## src/rtl/core/argb_source_over_blend_clip_unit_macros.svh

```systemverilog
// Assertion macros shared by the compositor RTL.
`ifndef ARGB_SOURCE_OVER_BLEND_CLIP_UNIT_MACROS_SVH
`define ARGB_SOURCE_OVER_BLEND_CLIP_UNIT_MACROS_SVH

`ifndef SYNTHESIS

// Same-cycle implication, held off during reset.
`define ASOBC_ASSERT_IMPLY(label, clk, rst_n, ante, cons) \
    label: assert property (@(posedge clk) disable iff (!rst_n) (ante) |-> (cons)) \
        else $error("same-cycle implication violated");

// Next-cycle implication, held off during reset.
`define ASOBC_ASSERT_NEXT(label, clk, rst_n, ante, cons) \
    label: assert property (@(posedge clk) disable iff (!rst_n) (ante) |=> (cons)) \
        else $error("next-cycle implication violated");

`else

`define ASOBC_ASSERT_IMPLY(label, clk, rst_n, ante, cons)
`define ASOBC_ASSERT_NEXT(label, clk, rst_n, ante, cons)

`endif

`endif

```

## src/rtl/core/asobc_pkg.sv

```systemverilog
// Shared types, constants and divide-by-255 helpers for the compositor.
`timescale 1ns / 1ps
`default_nettype none

package asobc_pkg;

    localparam int MAX_DIM   = 4096;
    localparam int DIM_W     = 13;
    localparam int COORD_W   = 12;
    localparam int CFG_IDX_W = 3;

    localparam int Q_DEPTH = 4;
    localparam int Q_PTR_W = $clog2(Q_DEPTH);
    localparam int Q_CNT_W = $clog2(Q_DEPTH + 1);

    typedef enum logic [CFG_IDX_W-1:0] {
        CFG_PLACE_X       = 3'd0,
        CFG_PLACE_Y       = 3'd1,
        CFG_TARGET_WIDTH  = 3'd2,
        CFG_TARGET_HEIGHT = 3'd3,
        CFG_LAYER_WIDTH   = 3'd4,
        CFG_LAYER_HEIGHT  = 3'd5
    } cfg_idx_t;

    typedef enum logic [1:0] {
        KIND_DROP  = 2'd0,
        KIND_COPY  = 2'd1,
        KIND_BLEND = 2'd2
    } kind_t;

    typedef struct packed {
        logic [DIM_W-1:0] place_x;
        logic [DIM_W-1:0] place_y;
        logic [DIM_W-1:0] target_width;
        logic [DIM_W-1:0] target_height;
        logic [DIM_W-1:0] layer_width;
        logic [DIM_W-1:0] layer_height;
    } cfg_t;

    typedef struct packed {
        logic [31:0]        src_pixel;
        logic [31:0]        under_pixel;
        logic [COORD_W-1:0] src_col;
        logic [COORD_W-1:0] src_row;
    } in_req_t;

    typedef struct packed {
        logic               write_flag;
        logic [COORD_W-1:0] target_col;
        logic [COORD_W-1:0] target_row;
        logic [31:0]        new_pixel;
    } out_req_t;

    typedef struct packed {
        kind_t              kind;
        logic [COORD_W-1:0] target_col;
        logic [COORD_W-1:0] target_row;
        logic [31:0]        src_pixel;
        logic [31:0]        under_pixel;
    } q_entry_t;

    // Sizes above MAX_DIM behave as MAX_DIM.
    function automatic logic [DIM_W-1:0] cap_dim(input logic [DIM_W-1:0] v);
        return (v > DIM_W'(MAX_DIM)) ? DIM_W'(MAX_DIM) : v;
    endfunction

    // First guess of x/255: x/256 * (1 + 1/256 + 1/65536). Low by at most one.
    function automatic logic [16:0] div255_est(input logic [23:0] x);
        logic [24:0] sum;
        sum = 25'(x) + 25'(x[23:8]) + 25'(x[23:16]);
        return sum[24:8];
    endfunction

    // Fix the guess with one remainder compare.
    function automatic logic [16:0] div255_fix(input logic [23:0] x, input logic [16:0] q0);
        logic [25:0] r;
        r = 26'(x) + 26'(q0) - {1'b0, q0, 8'd0};
        return (r >= 26'd255) ? q0 + 17'd1 : q0;
    endfunction

endpackage

`default_nettype wire

```

## src/rtl/core/argb_source_over_blend_clip_unit.sv

```systemverilog
// Top level of the ARGB8888 source-over compositor with placement and clipping.
// Throughput: one request per cycle while in_stall is low; the 4-entry queue absorbs output stalls until it fills.
// Path: an accepted request passes the front register, a queue slot, five blend stages
// and the output register.
// Reset: asynchronous, active low; clears the configuration, queue pointers and valid bits
// and empties the pipe; payload registers keep no reset value.
`timescale 1ns / 1ps
`default_nettype none

module argb_source_over_blend_clip_unit (
    input  logic                                 clk,
    input  logic                                 rst_n,
    input  logic                                 cfg_write,
    input  logic [asobc_pkg::CFG_IDX_W-1:0]      cfg_index,
    input  logic [asobc_pkg::DIM_W-1:0]          cfg_data,
    input  logic                                 in_valid,
    output logic                                 in_stall,
    input  asobc_pkg::in_req_t                   in_req,
    output logic                                 out_valid,
    input  logic                                 out_stall,
    output asobc_pkg::out_req_t                  out_req
);
    import asobc_pkg::*;

    // Configuration registers; the user must write them only while the unit is idle; the unit does not enforce this.
    cfg_t     cfg_reg;
    cfg_t     cfg_next;

    // Front end to queue.
    logic     push;
    q_entry_t push_data;
    logic     q_full;

    // Queue to back end.
    logic     pop;
    q_entry_t pop_data;
    logic     q_empty;

    // Decode a register write; indexes past the list are ignored.
    always_comb
    begin
        cfg_next = cfg_reg;
        if (cfg_write)
        begin
            case (cfg_index)
                CFG_PLACE_X:       cfg_next.place_x       = cfg_data;
                CFG_PLACE_Y:       cfg_next.place_y       = cfg_data;
                CFG_TARGET_WIDTH:  cfg_next.target_width  = cfg_data;
                CFG_TARGET_HEIGHT: cfg_next.target_height = cfg_data;
                CFG_LAYER_WIDTH:   cfg_next.layer_width   = cfg_data;
                CFG_LAYER_HEIGHT:  cfg_next.layer_height  = cfg_data;
                default:           cfg_next = cfg_reg;
            endcase
        end
    end

    always_ff @(posedge clk or negedge rst_n)
    begin
        if (!rst_n)
        begin
            cfg_reg <= '0;
        end
        else
        begin
            cfg_reg <= cfg_next;
        end
    end

    // Place, clip and classify each request; hold it until the queue has room.
    asobc_front u_front (
        .clk       (clk),
        .rst_n     (rst_n),
        .cfg       (cfg_reg),
        .in_valid  (in_valid),
        .in_stall  (in_stall),
        .in_req    (in_req),
        .push      (push),
        .push_data (push_data),
        .q_full    (q_full)
    );

    // Decouple classification from the blend pipe.
    asobc_queue u_queue (
        .clk       (clk),
        .rst_n     (rst_n),
        .push      (push),
        .push_data (push_data),
        .full      (q_full),
        .pop       (pop),
        .pop_data  (pop_data),
        .empty     (q_empty)
    );

    // Blend, copy or drop, and drive the result register.
    asobc_back u_back (
        .clk       (clk),
        .rst_n     (rst_n),
        .q_empty   (q_empty),
        .pop_data  (pop_data),
        .pop       (pop),
        .out_valid (out_valid),
        .out_stall (out_stall),
        .out_req   (out_req)
    );

endmodule

`default_nettype wire

```

## src/rtl/core/asobc_front.sv

```systemverilog
// Front end: take requests, place and clip them, classify as drop, copy or blend.
`timescale 1ns / 1ps
`default_nettype none

module asobc_front (
    input  logic               clk,
    input  logic               rst_n,
    input  asobc_pkg::cfg_t    cfg,
    input  logic               in_valid,
    output logic               in_stall,
    input  asobc_pkg::in_req_t in_req,
    output logic               push,
    output asobc_pkg::q_entry_t push_data,
    input  logic               q_full
);
    import asobc_pkg::*;

    logic              valid_reg;
    logic              valid_next;
    q_entry_t          entry_reg;
    q_entry_t          entry_next;
    logic              load;
    logic signed [13:0] dx;
    logic signed [13:0] dy;
    logic              keep;
    logic [7:0]        sa;

    assign push      = valid_reg && !q_full;
    assign in_stall  = valid_reg && q_full;
    assign load      = in_valid && !in_stall;
    assign push_data = entry_reg;

    always_comb
    begin
        dx = $signed({cfg.place_x[DIM_W-1], cfg.place_x}) + $signed({2'b00, in_req.src_col});
        dy = $signed({cfg.place_y[DIM_W-1], cfg.place_y}) + $signed({2'b00, in_req.src_row});
        sa = in_req.src_pixel[31:24];

        keep = ({1'b0, in_req.src_col} < cap_dim(cfg.layer_width))
            && ({1'b0, in_req.src_row} < cap_dim(cfg.layer_height))
            && !dx[13] && (dx[12:0] < cap_dim(cfg.target_width))
            && !dy[13] && (dy[12:0] < cap_dim(cfg.target_height))
            && (sa != 8'd0);

        entry_next.target_col  = dx[COORD_W-1:0];
        entry_next.target_row  = dy[COORD_W-1:0];
        entry_next.src_pixel   = in_req.src_pixel;
        entry_next.under_pixel = in_req.under_pixel;
        if (!keep)
        begin
            entry_next.kind = KIND_DROP;
        end
        else if (sa == 8'hFF)
        begin
            entry_next.kind = KIND_COPY;
        end
        else
        begin
            entry_next.kind = KIND_BLEND;
        end

        valid_next = load || (valid_reg && !push);
    end

    always_ff @(posedge clk or negedge rst_n)
    begin
        if (!rst_n)
        begin
            valid_reg <= 1'b0;
        end
        else
        begin
            valid_reg <= valid_next;
        end
    end

    always_ff @(posedge clk)
    begin
        if (load)
        begin
            entry_reg <= entry_next;
        end
    end

endmodule

`default_nettype wire

```

## src/rtl/core/asobc_queue.sv

```systemverilog
// Small register queue between the front end and the blend pipeline.
`timescale 1ns / 1ps
`default_nettype none

`include "argb_source_over_blend_clip_unit_macros.svh"

module asobc_queue (
    input  logic                clk,
    input  logic                rst_n,
    input  logic                push,
    input  asobc_pkg::q_entry_t push_data,
    output logic                full,
    input  logic                pop,
    output asobc_pkg::q_entry_t pop_data,
    output logic                empty
);
    import asobc_pkg::*;

    q_entry_t             mem_reg [Q_DEPTH];
    logic [Q_PTR_W-1:0]   wr_ptr_reg;
    logic [Q_PTR_W-1:0]   wr_ptr_next;
    logic [Q_PTR_W-1:0]   rd_ptr_reg;
    logic [Q_PTR_W-1:0]   rd_ptr_next;
    logic [Q_CNT_W-1:0]   count_reg;
    logic [Q_CNT_W-1:0]   count_next;

    assign full     = (count_reg == Q_CNT_W'(Q_DEPTH));
    assign empty    = (count_reg == '0);
    assign pop_data = mem_reg[rd_ptr_reg];

    always_comb
    begin
        wr_ptr_next = wr_ptr_reg;
        rd_ptr_next = rd_ptr_reg;
        count_next  = count_reg;
        if (push)
        begin
            wr_ptr_next = (wr_ptr_reg == Q_PTR_W'(Q_DEPTH - 1)) ? '0 : wr_ptr_reg + 1'b1;
        end
        if (pop)
        begin
            rd_ptr_next = (rd_ptr_reg == Q_PTR_W'(Q_DEPTH - 1)) ? '0 : rd_ptr_reg + 1'b1;
        end
        if (push && !pop)
        begin
            count_next = count_reg + 1'b1;
        end
        else if (pop && !push)
        begin
            count_next = count_reg - 1'b1;
        end
    end

    always_ff @(posedge clk or negedge rst_n)
    begin
        if (!rst_n)
        begin
            wr_ptr_reg <= '0;
            rd_ptr_reg <= '0;
            count_reg  <= '0;
        end
        else
        begin
            wr_ptr_reg <= wr_ptr_next;
            rd_ptr_reg <= rd_ptr_next;
            count_reg  <= count_next;
        end
    end

    always_ff @(posedge clk)
    begin
        if (push)
        begin
            mem_reg[wr_ptr_reg] <= push_data;
        end
    end

    `ASOBC_ASSERT_IMPLY(a_no_overflow, clk, rst_n, push, !full)
    `ASOBC_ASSERT_IMPLY(a_no_underflow, clk, rst_n, pop, !empty)
    `ASOBC_ASSERT_NEXT(a_count_up, clk, rst_n, push && !pop, count_reg == $past(count_reg) + 1'b1)

endmodule

`default_nettype wire

```

## src/rtl/core/asobc_back.sv

```systemverilog
// Back end: source-over blend pipeline with an output register.
`timescale 1ns / 1ps
`default_nettype none

`include "argb_source_over_blend_clip_unit_macros.svh"

module asobc_back (
    input  logic                clk,
    input  logic                rst_n,
    input  logic                q_empty,
    input  asobc_pkg::q_entry_t pop_data,
    output logic                pop,
    output logic                out_valid,
    input  logic                out_stall,
    output asobc_pkg::out_req_t out_req
);
    import asobc_pkg::*;

    typedef struct packed {
        kind_t              kind;
        logic [COORD_W-1:0] col;
        logic [COORD_W-1:0] row;
        logic [31:0]        src;
    } tag_t;

    typedef struct packed {
        tag_t             tag;
        logic [7:0]       sa;
        logic [2:0][7:0]  cd;
        logic [2:0][15:0] m;
        logic [15:0]      t;
    } s1_t;

    typedef struct packed {
        tag_t             tag;
        logic [7:0]       sa;
        logic [2:0][15:0] m;
        logic [2:0][23:0] p;
        logic [15:0]      xa;
        logic [16:0]      qa0;
    } s2_t;

    typedef struct packed {
        tag_t             tag;
        logic [7:0]       oa;
        logic [2:0][15:0] m;
        logic [2:0][23:0] p;
        logic [2:0][16:0] qc0;
    } s3_t;

    typedef struct packed {
        tag_t             tag;
        logic [7:0]       oa;
        logic [2:0][16:0] y;
    } s4_t;

    typedef struct packed {
        tag_t             tag;
        logic [7:0]       oa;
        logic [2:0][16:0] y;
        logic [2:0][16:0] yq0;
    } s5_t;

    logic       adv;
    logic [4:0] v_reg;
    logic [4:0] v_next;
    logic       out_valid_reg;
    logic       out_valid_next;
    s1_t        s1_reg, s1_next;
    s2_t        s2_reg, s2_next;
    s3_t        s3_reg, s3_next;
    s4_t        s4_reg, s4_next;
    s5_t        s5_reg, s5_next;
    out_req_t   out_reg, out_next;
    logic [16:0] qa;
    logic [16:0] qc;
    logic [2:0][7:0] ch;
    logic [7:0] inv;

    // Whole pipe freezes only when a finished result is held back.
    assign adv       = !(out_valid_reg && out_stall);
    assign pop       = adv && !q_empty;
    assign out_valid = out_valid_reg;
    assign out_req   = out_reg;

    always_comb
    begin
        // Stage 1: alpha product and source products.
        inv = 8'hFF - pop_data.src_pixel[31:24];
        s1_next.tag.kind = pop_data.kind;
        s1_next.tag.col  = pop_data.target_col;
        s1_next.tag.row  = pop_data.target_row;
        s1_next.tag.src  = pop_data.src_pixel;
        s1_next.sa       = pop_data.src_pixel[31:24];
        s1_next.t        = 16'(pop_data.under_pixel[31:24]) * 16'(inv);
        for (int c = 0; c < 3; c++)
        begin
            s1_next.cd[c] = pop_data.under_pixel[8*c +: 8];
            s1_next.m[c]  = 16'(pop_data.src_pixel[8*c +: 8]) * 16'(pop_data.src_pixel[31:24]);
        end

        // Stage 2: destination products, first guess of the alpha quotient.
        s2_next.tag = s1_reg.tag;
        s2_next.sa  = s1_reg.sa;
        s2_next.m   = s1_reg.m;
        s2_next.xa  = s1_reg.t + 16'd127;
        s2_next.qa0 = div255_est(24'(s1_reg.t + 16'd127));
        for (int c = 0; c < 3; c++)
        begin
            s2_next.p[c] = 24'(s1_reg.cd[c]) * 24'(s1_reg.t);
        end

        // Stage 3: settle alpha, guess destination terms.
        qa = div255_fix(24'(s2_reg.xa), s2_reg.qa0);
        s3_next.tag = s2_reg.tag;
        s3_next.oa  = s2_reg.sa + qa[7:0];
        s3_next.m   = s2_reg.m;
        s3_next.p   = s2_reg.p;
        for (int c = 0; c < 3; c++)
        begin
            s3_next.qc0[c] = div255_est(s2_reg.p[c]);
        end

        // Stage 4: settle destination terms, form the rounded sums.
        s4_next.tag = s3_reg.tag;
        s4_next.oa  = s3_reg.oa;
        for (int c = 0; c < 3; c++)
        begin
            qc = div255_fix(s3_reg.p[c], s3_reg.qc0[c]);
            s4_next.y[c] = 17'(s3_reg.m[c]) + qc + 17'd127;
        end

        // Stage 5: guess the final quotients.
        s5_next.tag = s4_reg.tag;
        s5_next.oa  = s4_reg.oa;
        s5_next.y   = s4_reg.y;
        for (int c = 0; c < 3; c++)
        begin
            s5_next.yq0[c] = div255_est(24'(s4_reg.y[c]));
        end

        // Output: settle and assemble.
        for (int c = 0; c < 3; c++)
        begin
            ch[c] = 8'(div255_fix(24'(s5_reg.y[c]), s5_reg.yq0[c]));
        end
        out_next = '0;
        case (s5_reg.tag.kind)
            KIND_COPY:
            begin
                out_next.write_flag = 1'b1;
                out_next.target_col = s5_reg.tag.col;
                out_next.target_row = s5_reg.tag.row;
                out_next.new_pixel  = s5_reg.tag.src;
            end
            KIND_BLEND:
            begin
                out_next.write_flag = 1'b1;
                out_next.target_col = s5_reg.tag.col;
                out_next.target_row = s5_reg.tag.row;
                out_next.new_pixel  = {s5_reg.oa, ch[2], ch[1], ch[0]};
            end
            default:
            begin
                out_next = '0;
            end
        endcase

        v_next         = {v_reg[3:0], pop};
        out_valid_next = v_reg[4];
    end

    always_ff @(posedge clk or negedge rst_n)
    begin
        if (!rst_n)
        begin
            v_reg         <= '0;
            out_valid_reg <= 1'b0;
        end
        else if (adv)
        begin
            v_reg         <= v_next;
            out_valid_reg <= out_valid_next;
        end
    end

    always_ff @(posedge clk)
    begin
        if (adv)
        begin
            s1_reg  <= s1_next;
            s2_reg  <= s2_next;
            s3_reg  <= s3_next;
            s4_reg  <= s4_next;
            s5_reg  <= s5_next;
            out_reg <= out_next;
        end
    end

    `ASOBC_ASSERT_IMPLY(a_drop_is_zero, clk, rst_n, out_valid_reg && !out_reg.write_flag, out_reg.new_pixel == '0 && out_reg.target_col == '0 && out_reg.target_row == '0)

endmodule

`default_nettype wire
```

## config.mk

```make
export PLATFORM = sky130hd
export DESIGN_NAME = argb_source_over_blend_clip_unit
export DESIGN_NICKNAME = d
export VERILOG_FILES = /design/src/rtl/core/asobc_pkg.sv /design/src/rtl/core/argb_source_over_blend_clip_unit.sv /design/src/rtl/core/asobc_front.sv /design/src/rtl/core/asobc_queue.sv /design/src/rtl/core/asobc_back.sv
export VERILOG_INCLUDE_DIRS = /design/src /design/src/rtl/core
export SDC_FILE = /design/constraint.sdc
export NUM_CORES = 2
export LEC_CHECK = 0
export BUFFER_PORTS_ARGS = -buffer_cell sky130_fd_sc_hd__buf_2
export CAP_MARGIN = 30
export CORE_UTILIZATION = 69
export DETAILED_ROUTE_END_ITERATION = 10
export PLACE_DENSITY = 0.86
export SLEW_MARGIN = 40
export SYNTH_ARGS = -nofsm -noshare
export SYNTH_HDL_FRONTEND = slang
export SYNTH_SLANG_ARGS = --single-unit
```

## constraint.sdc

```tcl
create_clock -name clk -period 36.3 [get_ports clk]
set_input_delay 1.815 -clock clk [delete_from_list [all_inputs] [get_ports clk]]
set_output_delay 1.815 -clock clk [all_outputs]
set_load 0.02 [all_outputs]
```

==> out/metrics.csv <==
metric,value,unit
status,completed,
met3 usage,0.0537,
MaxCap Viol Count,0,
initial antenna violation count,7,
critical path arrival,10470,ps
Max Clock Freq,100,MHz
# IOs,168,
CTS tree,done,
GRT Total Usage,0.317,
final worst path period need,9960,ps
register area share after synthesis,0.485,
post-synthesis register bit count,1453,
Rel. slew slack,0.408,
PortBufs,167,
met2 Resource Use GR,0.534,
CTS Buf Count,144,
Nets,8819,
die width,361,um
Via Count,58100,
DRC violations left,0,
Worst Skew,89.0,ps
"most common cell after layout, fill and taps aside",edfxtp_1,
Worst R2R Setup Slack,26340,ps
vias in the first global route,59600,
drt pass-1 iters,6,
die height,361,um
post-route ant nets,0,
Async SR Flop Fraction,0.0633,
Synth cell types,89,
fin crit share,0.274,
Post-CTS Resized,0,
Hold Path Stages,0,
worst slew pin tran,881,ps
Synthesis Warnings,0,
vias per cell,6.27,
synth top area cells,"edfxtp_1 (46%), ha_1 (11%), fa_1 (10%)",
Hold Path Class,reg2reg,
core area,128000,um^2
max reg flops,360,
Synth Instances,7272,
Congestion Overflow GR,0,
Max stage delay on crit path,640,ps
largest net degree at the start of global routing,117,
wire length of the first global-routing pass,321000,um
"Reg clk slew, reported paths",60,ps
final setup fails,0,
Post-DP HPWL,142000,um
initial core utilization,0.697,
DRT Wirelength,205000,um
Initial DRC Count,5405,
FILL cells,7403,
die area,130000,um^2
busiest metal layer after global routing,met2,
Mapped Avg Cell Area,12.2,um^2
Hold EP,u_back.s2_reg[108],
Critical-path top delay cell,o41ai_1,
Post-CTS Setup Inserts,0,
Placer Congestion,0.959,
"Cell Area, Synth",88900,um^2
clock latency on the worst-skew pair,830,ps
DR WL/cell,22.2,um
r2r endpoint,u_back.s4_reg[16],
worst path required time,36800,ps
Cell Rows,131,
worst reg-to-reg path cell count,36,
area grow syn2layout,8.78,%
RSZ-0062 raised after global routing,false,
cell taking the most area after synthesis,edfxtp_1,
met1 usage,0.405,
H-tree levels,4,
CP Max Fanout,10,
Hold Startpoint,u_back.s1_reg[19],
clock root buffer,clkbuf_16,
Crit Path Class,reg2reg,
ys flop type,edfxtp_1,
"commonest non-fill, non-tap cells in the layout","edfxtp_1 (1361), inv_1 (873), ha_1 (795)",
CP Launch Point,u_back.s3_reg[1],
CTS Sinks,1453,
hold buffers post-CTS,0,
top cell type's share of synthesized area,0.460,
clk buf depth,3,
Post-synth EDFFs,1361,
CP Capture Type,flop,
Fin. Hold Viols,0,
setup TNS,0,ps
layout cells sized above 1,0.0883,
Reg-to-Reg Start,u_back.s3_reg[1],
final slew viol count,0,
crit start category,flop,
synth_stat cells (16+ instances only):
cell / count
a2111oi_0: 16
a211o_1: 16
a211oi_1: 40
a21boi_0: 33
a21o_1: 116
a21oi_1: 239
a31oi_1: 34
and2_1: 260
and3_1: 43
buf_1: 16
clkbuf_1: 149
dfrtp_1: 92
edfxtp_1: 1361
fa_1: 444
ha_1: 795
inv_1: 877
mux2_2: 107
mux2i_1: 43
mux4_2: 70
nand2_1: 587
nand2b_1: 86
nand3_1: 111
nand4_1: 51
nor2_1: 353
nor2b_1: 61
nor3_1: 119
nor4_1: 42
o2111ai_1: 23
o211ai_1: 31
o21a_1: 76
o21ai_0: 211
o21bai_1: 26
o31a_1: 16
o31ai_1: 19
or2_2: 21
or3_1: 33
xnor2_1: 326
xor2_1: 96
through the flow:
| stage | std cells | utilization | instance area [um^2] | hold WS, ps | worst slack, ps |
|---|---|---|---|---|---|
| after floorplan | 7275 | - | 88900 | 400 | 12350 |
| after global placement | 8981 | 0.718 | 91600 | 401 | 26630 |
| after detailed placement | 8986 | 0.719 | 91800 | 405 | 26490 |
| after CTS | 9250 | 0.757 | 96700 | 390 | 26410 |
| after global routing | 9254 | 0.758 | 96700 | 392 | 25570 |
| final | 9255 | 0.758 | 96700 | 390 | 26340 |
layout make-up:
type                            count  area (um^2)  share of cell area
Sequential cell                  1453        43200               0.446
Multi-Input combinational cell   4775        41900               0.433
Clock buffer                      175         3740              0.0387
Inverter                          877         3290              0.0340
Tap cell                         1662         2080              0.0215
Timing Repair Buffer              220         1370              0.0141
Clock inverter                     89         1180              0.0122
Antenna cell                        4         10.0            0.000103
critical path, delay by kind of cell, from the launching register on:
family | cells | cell delay (ps)
AO/OA/AOI/OAI | 18 | 5020
XOR/XNOR | 3 | 630
adder cells (fa/ha/maj) | 4 | 1210
buffers and inverters | 2 | 340
flip-flops | 1 | 490
AND/OR/NAND/NOR | 9 | 1970
logic make-up after synthesis:
logic type      Yosys count  share of synthesized area
compound gates         1040                     0.0774
xor+xnor                425                     0.0423
fa+ha+maj              1240                      0.212
buf+inv                1047                     0.0444
flops                  1453                      0.485
mux                     220                     0.0361
other cells               1                  0.0000422
simple gates           1846                      0.102
routing by layer:
layer | up-vias | wire, um
met5 | - | 39
met4 | 6 | 9370
met3 | 670 | 16400
met2 | 2913 | 100000
met1 | 28400 | 79200
li1 | 26100 | -
worst max-delay path by stage:
stage,to,slack (ps),depth (start not counted)
floorplan,u_queue.count_reg[1],12350,7
finish,u_back.s4_reg[16],26340,36
global placement,u_back.s4_reg[16],26630,35
CTS,u_back.s4_reg[16],26410,36
detailed placement,u_back.s4_reg[16],26490,36
global route,u_back.s4_reg[16],25570,36
Power is not shown: default switching activity piles up to over one toggle a cycle in this logic, so the estimate is an artifact.
